<file path="config.mk">
export PLATFORM = sky130hd
export DESIGN_NAME = gnss_ctrl
export DESIGN_NICKNAME = d
export VERILOG_FILES = /design/src/rtl/core/gate_netlist_settle_simulator_macros.svh /design/src/rtl/core/gnss_pkg.sv /design/src/rtl/core/gnss_ctrl.sv
export SDC_FILE = /design/constraint.sdc
export NUM_CORES = 1
export LEC_CHECK = 0
export BUFFER_PORTS_ARGS = -buffer_cell sky130_fd_sc_hd__buf_4
export CAP_MARGIN = 20
export CORE_MARGIN = 4
export CORE_UTILIZATION = 30
export DETAILED_ROUTE_END_ITERATION = 8
export GPL_TIMING_DRIVEN = 0
export PLACE_DENSITY_LB_ADDON = 0.3
export SLEW_MARGIN = 20
export SYNTH_ARGS = -nofsm -noshare
export SYNTH_HDL_FRONTEND = slang
export SYNTH_SLANG_ARGS = --single-unit
</file>
<file path="constraint.sdc">
create_clock -name clk -period 2.1 [get_ports clk]
set_input_delay 0.105 -clock clk [delete_from_list [all_inputs] [get_ports clk]]
set_output_delay 0.105 -clock clk [all_outputs]
set_load 0.005 [all_outputs]
</file>
<file path="src/rtl/core/gate_netlist_settle_simulator_macros.svh">
// ----------------------------------------------------------------------------
// gate netlist settle simulator assertion macros
// Shared property forms for the checks at the end of the top level.
// ----------------------------------------------------------------------------
`ifndef GATE_NETLIST_SETTLE_SIMULATOR_MACROS_SVH
`define GATE_NETLIST_SETTLE_SIMULATOR_MACROS_SVH

// same-cycle implication, clocked on clk, off while rst_n is low
`define GNSS_ASSERT_NOW(label, ante, cons, msg) \
    label: assert property (@(posedge clk) disable iff (!rst_n) (ante) |-> (cons)) \
        else $error(msg);

// next-cycle implication, clocked on clk, off while rst_n is low
`define GNSS_ASSERT_NEXT(label, ante, cons, msg) \
    label: assert property (@(posedge clk) disable iff (!rst_n) (ante) |=> (cons)) \
        else $error(msg);

`endif

</file>
<file path="src/rtl/core/gnss_pkg.sv">
// ----------------------------------------------------------------------------
// gnss_pkg
// Types, codes and sizes shared by the gate netlist settle simulator.
// ----------------------------------------------------------------------------
package gnss_pkg;

    // sizes
    localparam int MAX_GATES  = 256;
    localparam int WIRE_COUNT = 512;
    localparam int WIRE_FW    = 9;
    localparam int WIRE_CW    = WIRE_FW + 1;
    localparam int WIRE_AW    = $clog2(WIRE_COUNT);
    localparam int GATE_AW    = $clog2(MAX_GATES);
    localparam int GATE_CW    = GATE_AW + 1;
    localparam int PASS_W     = 8;

    localparam logic [PASS_W-1:0] PASS_LIMIT_RST = 8'd255;

    typedef logic [WIRE_FW-1:0] wire_id_t;

    typedef enum logic [1:0] {
        OP_ADD    = 2'd0,
        OP_SET    = 2'd1,
        OP_READ   = 2'd2,
        OP_SETTLE = 2'd3
    } op_t;

    typedef enum logic [2:0] {
        K_BUF  = 3'd0,
        K_NOT  = 3'd1,
        K_AND  = 3'd2,
        K_OR   = 3'd3,
        K_NAND = 3'd4,
        K_NOR  = 3'd5,
        K_XOR  = 3'd6,
        K_FADD = 3'd7
    } kind_t;

    typedef enum logic [1:0] {
        ST_OK       = 2'd0,
        ST_FULL     = 2'd1,
        ST_NOSETTLE = 2'd2
    } stat_t;

    // input beat
    typedef struct packed {
        op_t      opcode;
        kind_t    gate_kind;
        wire_id_t wire_a;
        wire_id_t wire_b;
        wire_id_t wire_c;
        wire_id_t wire_d;
        wire_id_t wire_e;
        logic     set_value;
    } in_item_t;

    // result beat
    typedef struct packed {
        logic              read_value;
        logic [PASS_W-1:0] pass_count;
        stat_t             status;
    } res_item_t;

    // stored gate record
    typedef struct packed {
        kind_t    kind;
        wire_id_t wire_a;
        wire_id_t wire_b;
        wire_id_t wire_c;
        wire_id_t wire_d;
        wire_id_t wire_e;
    } rec_t;

    // which wire of the current record addresses the wire store
    typedef enum logic [2:0] {
        WS_A   = 3'd0,
        WS_B   = 3'd1,
        WS_C   = 3'd2,
        WS_D   = 3'd3,
        WS_E   = 3'd4,
        WS_OUT = 3'd5
    } wsel_t;

    // where the level just read is captured
    typedef enum logic [2:0] {
        CAP_NONE = 3'd0,
        CAP_A    = 3'd1,
        CAP_B    = 3'd2,
        CAP_C    = 3'd3,
        CAP_RES  = 3'd4
    } cap_t;

    // level written by a put
    typedef enum logic [1:0] {
        VAL_SET   = 2'd0,
        VAL_OUT   = 2'd1,
        VAL_CARRY = 2'd2
    } val_t;

    typedef enum logic [4:0] {
        S_CLEAR,
        S_IDLE,
        S_DISPATCH,
        S_ADD,
        S_SET,
        S_RD_ISSUE,
        S_RD_TAKE,
        S_PASS,
        S_G_FETCH,
        S_G_LOAD,
        S_G_RDA,
        S_G_RDB,
        S_G_RDC,
        S_G_RDO,
        S_G_PUTO,
        S_G_RDE,
        S_G_PUTE,
        S_PASS_END,
        S_DONE
    } state_t;

    // controller to datapath
    typedef struct packed {
        logic  load_item;
        logic  clr_wr;
        logic  gate_wr;
        logic  rec_load;
        wsel_t rd_sel;
        cap_t  cap;
        logic  put;
        wsel_t put_sel;
        val_t  put_val;
        logic  pass_start;
        logic  idx_inc;
        logic  res_full;
        logic  res_settle;
    } ctrl_cmd_t;

    // datapath to controller
    typedef struct packed {
        op_t  op;
        logic clr_last;
        logic full;
        logic empty;
        logic idx_last;
        logic fadd;
        logic chg;
        logic limit_hit;
    } dp_stat_t;

endpackage

</file>
<file path="src/rtl/core/gnss_ctrl.sv">
// ----------------------------------------------------------------------------
// gnss_ctrl
// Sequencer for the settle simulator: wire store clearing, item dispatch,
// gate-by-gate evaluation and pass control.
// ----------------------------------------------------------------------------
module gnss_ctrl (
    input  logic                 clk,
    input  logic                 rst_n,
    input  logic                 start,
    input  gnss_pkg::dp_stat_t   stat,
    output gnss_pkg::ctrl_cmd_t  cmd,
    output logic                 busy,
    output logic                 done
);

    gnss_pkg::state_t state_reg;
    gnss_pkg::state_t state_next;

    // state register, clearing pass first after reset
    always_ff @(posedge clk or negedge rst_n)
    begin
        if (!rst_n)
        begin
            state_reg <= gnss_pkg::S_CLEAR;
        end
        else
        begin
            state_reg <= state_next;
        end
    end

    // next state and commands
    always_comb
    begin
        state_next = state_reg;
        cmd        = '0;
        cmd.rd_sel = gnss_pkg::WS_A;
        cmd.put_sel = gnss_pkg::WS_A;
        cmd.put_val = gnss_pkg::VAL_SET;
        cmd.cap    = gnss_pkg::CAP_NONE;
        busy       = 1'b1;
        done       = 1'b0;

        unique case (state_reg)
            gnss_pkg::S_CLEAR:
            begin
                cmd.clr_wr = 1'b1;
                if (stat.clr_last)
                begin
                    state_next = gnss_pkg::S_IDLE;
                end
            end

            gnss_pkg::S_IDLE:
            begin
                busy = 1'b0;
                if (start)
                begin
                    cmd.load_item = 1'b1;
                    state_next    = gnss_pkg::S_DISPATCH;
                end
            end

            gnss_pkg::S_DISPATCH:
            begin
                unique case (stat.op)
                    gnss_pkg::OP_ADD:    state_next = gnss_pkg::S_ADD;
                    gnss_pkg::OP_SET:    state_next = gnss_pkg::S_SET;
                    gnss_pkg::OP_READ:   state_next = gnss_pkg::S_RD_ISSUE;
                    gnss_pkg::OP_SETTLE: state_next = gnss_pkg::S_PASS;
                    default:             state_next = gnss_pkg::S_DONE;
                endcase
            end

            // append a record unless the store is full
            gnss_pkg::S_ADD:
            begin
                if (stat.full)
                begin
                    cmd.res_full = 1'b1;
                end
                else
                begin
                    cmd.gate_wr = 1'b1;
                end
                state_next = gnss_pkg::S_DONE;
            end

            gnss_pkg::S_SET:
            begin
                cmd.put     = 1'b1;
                cmd.put_sel = gnss_pkg::WS_A;
                cmd.put_val = gnss_pkg::VAL_SET;
                state_next  = gnss_pkg::S_DONE;
            end

            gnss_pkg::S_RD_ISSUE:
            begin
                cmd.rd_sel = gnss_pkg::WS_A;
                state_next = gnss_pkg::S_RD_TAKE;
            end

            gnss_pkg::S_RD_TAKE:
            begin
                cmd.cap    = gnss_pkg::CAP_RES;
                state_next = gnss_pkg::S_DONE;
            end

            // open a pass over the gate store
            gnss_pkg::S_PASS:
            begin
                cmd.pass_start = 1'b1;
                if (stat.empty)
                begin
                    state_next = gnss_pkg::S_PASS_END;
                end
                else
                begin
                    state_next = gnss_pkg::S_G_FETCH;
                end
            end

            gnss_pkg::S_G_FETCH:
            begin
                state_next = gnss_pkg::S_G_LOAD;
            end

            gnss_pkg::S_G_LOAD:
            begin
                cmd.rec_load = 1'b1;
                state_next   = gnss_pkg::S_G_RDA;
            end

            // operand reads, each captured in the next cycle
            gnss_pkg::S_G_RDA:
            begin
                cmd.rd_sel = gnss_pkg::WS_A;
                state_next = gnss_pkg::S_G_RDB;
            end

            gnss_pkg::S_G_RDB:
            begin
                cmd.cap    = gnss_pkg::CAP_A;
                cmd.rd_sel = gnss_pkg::WS_B;
                state_next = gnss_pkg::S_G_RDC;
            end

            gnss_pkg::S_G_RDC:
            begin
                cmd.cap    = gnss_pkg::CAP_B;
                cmd.rd_sel = gnss_pkg::WS_C;
                state_next = gnss_pkg::S_G_RDO;
            end

            gnss_pkg::S_G_RDO:
            begin
                cmd.cap    = gnss_pkg::CAP_C;
                cmd.rd_sel = gnss_pkg::WS_OUT;
                state_next = gnss_pkg::S_G_PUTO;
            end

            // write the main output, then the carry for an adder
            gnss_pkg::S_G_PUTO:
            begin
                cmd.put     = 1'b1;
                cmd.put_sel = gnss_pkg::WS_OUT;
                cmd.put_val = gnss_pkg::VAL_OUT;
                if (stat.fadd)
                begin
                    state_next = gnss_pkg::S_G_RDE;
                end
                else if (stat.idx_last)
                begin
                    state_next = gnss_pkg::S_PASS_END;
                end
                else
                begin
                    cmd.idx_inc = 1'b1;
                    state_next  = gnss_pkg::S_G_FETCH;
                end
            end

            gnss_pkg::S_G_RDE:
            begin
                cmd.rd_sel = gnss_pkg::WS_E;
                state_next = gnss_pkg::S_G_PUTE;
            end

            gnss_pkg::S_G_PUTE:
            begin
                cmd.put     = 1'b1;
                cmd.put_sel = gnss_pkg::WS_E;
                cmd.put_val = gnss_pkg::VAL_CARRY;
                if (stat.idx_last)
                begin
                    state_next = gnss_pkg::S_PASS_END;
                end
                else
                begin
                    cmd.idx_inc = 1'b1;
                    state_next  = gnss_pkg::S_G_FETCH;
                end
            end

            // another pass while wires still move and the limit allows
            gnss_pkg::S_PASS_END:
            begin
                if (stat.chg && !stat.limit_hit)
                begin
                    state_next = gnss_pkg::S_PASS;
                end
                else
                begin
                    cmd.res_settle = 1'b1;
                    state_next     = gnss_pkg::S_DONE;
                end
            end

            gnss_pkg::S_DONE:
            begin
                done       = 1'b1;
                state_next = gnss_pkg::S_IDLE;
            end

            default:
            begin
                state_next = gnss_pkg::S_IDLE;
            end
        endcase
    end

endmodule

</file>
==> reports/metrics.cfg <==
[timing]
fin_tns_setup_ns=0
finalSetupViolations=0
rsz0062_at_grt=no
timing.fmax_mhz=515
finalMaxSlewViolations=0
finClkSkew_ns=0.00547
final.min_clock_period_ns=1.94
hold_viol=0
final.period_utilization_pct=92.6

[global_route]
vias_in_the_first_global_route=785
globalRoute.totalOverflow=0
grt_first_pass_wirelength_mm=3.35
gr_util_all_layers_pct=12.6
initial_antenna_violation_count=0
grt_start_max_net_pins=11

[outcome]
outcome=finished, final reports clean

[placement]
gp_routability_congestion=0.825
numPortBuffers=32
place_hpwl_mm=1.63
dpl_cell_area_um2=990

[final_layout]
mostFrequentLayoutCell=sky130_fd_sc_hd__buf_4
most-common-layout-cells=sky130_fd_sc_hd__buf_4 (34), sky130_fd_sc_hd__nor2_1 (14)
fillCellCount=249
largest_reg_flops=5
post_route_cells_drive_above_1_share_pct=33.6
fin_nets=155
areaGrowthSynthToFinish_pct=43.6
post_route_standard_cell_area_excluding_fillers_um2=1030
antennaDiodeCount=0

[routing]
vias_per_cell=4.97
drcViolationCount=0
detail-route-antenna-nets=0
first_iter_violations=15
drt-total-wl_mm=2.06
wl_per_cell_um=12.3
count_of_tritonroute_iterations_in_the_first_routing_pass=5
dr_total_vias=835

[clock_tree]
cts_num_sinks=5
clock_tree.htree_level_count=1
worst_setup_hold_path_clk_slew_ns=0.05
clk_root_buffer_cell=sky130_fd_sc_hd__clkbuf_4
tritoncts=built
post_cts_setup_repair_buffer_count=0
clock_path_buffers=2
numCtsBuffers=3
worst_skew_pair.late_latency_ns=0.24

[floorplanning]
initial_core_util_pct=32.0
die_area_um2=3230
die_width_um=56.8
design.core.area_um2=2230
chipHeight_um=56.8
num_io_pins=34
rows=17

[synth]
synth_top_area_cell=sky130_fd_sc_hd__dfrtp_1
syn_inst=103
synthDominantCellAreaShare_pct=17.5
ys_top_cells_by_area=sky130_fd_sc_hd__dfrtp_1 (18%), sky130_fd_sc_hd__nor2_1 (7.4%), sky130_fd_sc_hd__nor2b_1 (6.1%)
synth.distinct_cells=39
synth_warn=0
synth.avg_cell_area_um2=6.94
postSynthNetCount=117
ys_seq_area_share_pct=17.5
synth_area_um2=714
yosys_register_bits=5

[worst_hold_path]
worst_hold_path.num_cells=2
hold_path.class=input pin to register
worst_hold_path.endpoint=state_reg[0]
worstHoldStart=stat[6]

[worst_setup_path]
worstReg2RegEnd=state_reg[0]
critical_path.max_stage_delay_ns=0.43
cp_max_fo=10
origin_of_the_critical_flop_to_flop_path=state_reg[3]
crit_arrival_ns=1.84
worst_reg2reg_path_depth=5
crit_chain=buf_2 -> buf_1 -> nor3_1 -> nand3_1 -> nor2_1 -> buf_4
criticalPathCategory=register to primary output
cp-start-kind=register
critical_path.endpoint_type=primary output
cp_data_required_time_ns=2.00
timing.critical_path.slowest_stage_cell=sky130_fd_sc_hd__nor3_1
setup.reg_to_reg.worst_slack_ns=0.42

[power]
power.ir.vdd_worst_mv=0.664
leakage_nw=0.493
power.density_nw_per_um2=1100

[job]
drv_cap=0

[stage by stage]
step           hold slack [ns]  power (mW)  setup WS (ns)  instances  utilization (%)
2_1_floorplan           -0.191       0.760          0.566        103                -
3_3_place_gp           -0.0938        1.00          0.413        163             44.3
3_5_place_dp           -0.0904        1.02          0.433        163             44.3
4_1_cts                 0.0771        1.13          0.181        168             45.9
5_1_grt                 0.0655        1.25        0.00364        168             45.9
6_report                0.0818        1.13          0.156        168             45.9
[power by group]
part	total [mW]	leakage, nW	internal [mW]	switching, mW
Combinational	0.847	0.414	0.386	0.462
Sequential	0.170	0.0639	0.137	0.0325
Clock	0.113	0.0150	0.0720	0.0415
Total	1.13	0.493	0.595	0.536
[synthesized netlist by cell type, drive strengths merged]
cell	number
a22o	1
o21ba	1
o311ai	2
o22ai	1
nand2	7
and3	2
a2111o	1
a21boi	1
mux2i	1
nor2	14
a31oi	2
o21a	1
nand3b	1
nor4b	2
buf	10
inv	7
o22a	1
o21ai	2
conb	1
nand2b	3
dfrtp	5
nor3b	1
ha	2
o211ai	1
o32a	1
nand3	1
clkbuf	2
a21oi	5
nor3	8
xnor2	3
o31a	1
nor2b	7
nor4	3
o31ai	1
or3b	1
[worst max-delay path, delay by kind of cell (launching register included)]
family                 cells  cell delay (ns)
buffers and inverters      3             0.54
DFF                        1             0.34
and+or+nand+nor            3             0.71
[area by class of cell]
type                    count  area (um2)  share of cell area [%]
well taps                  28        35.0                    3.41
flip-flops and latches      5         125                    12.2
repair buffers             33         250                    24.4
plain buffers              12        67.6                    6.59
inverters                   7        26.3                    2.56
multi-input cells          79         495                    48.3
clock buffers               4        26.3                    2.56
[repair_timing]
action | in CTS | in global routing
hold endpoints to repair | 5 | 0
gates resized for setup | 0 | 0
hold buffers | 1 | 0
[layer usage]
| metal | global-route usage [%] | wire (um) | vias to the layer above | share of wire [%] |
|---|---|---|---|---|
| met2 | 23.6 | 1010 | 29 | 49 |
| met1 | 14.8 | 923 | 378 | 45 |
| met5 | 0 | 0 | - | 0 |
| met3 | 3.45 | 131 | 0 | 6.3 |
| met4 | 0.993 | 0 | 0 | 0 |
| li1 | - | - | 428 | - |
[worst max-delay path by stage]
stage	startpoint	to	slack, ns	cells after the start
after global placement	state_reg[3]	state_reg[0]	0.41	5
final	state_reg[3]	cmd[1]	0.16	6
after floorplan	state_reg[2]	state_reg[0]	0.57	6
after CTS	state_reg[3]	cmd[1]	0.18	6
after global routing	state_reg[3]	cmd[1]	0.004	6
after detailed placement	state_reg[3]	state_reg[0]	0.43	5
[cells by family after synthesis]
logic type | synth area share [%]
and+or+nand+nor | 37.8
AOI/OAI and AO/OA | 22.4
buffers and inverters | 13.1
DFF | 17.5
xor gates and xnor gates | 3.68
adders and majority gates | 3.50
other | 0.525
muxes | 1.40
No activity file was read; power rests on OpenSTA's default activity.
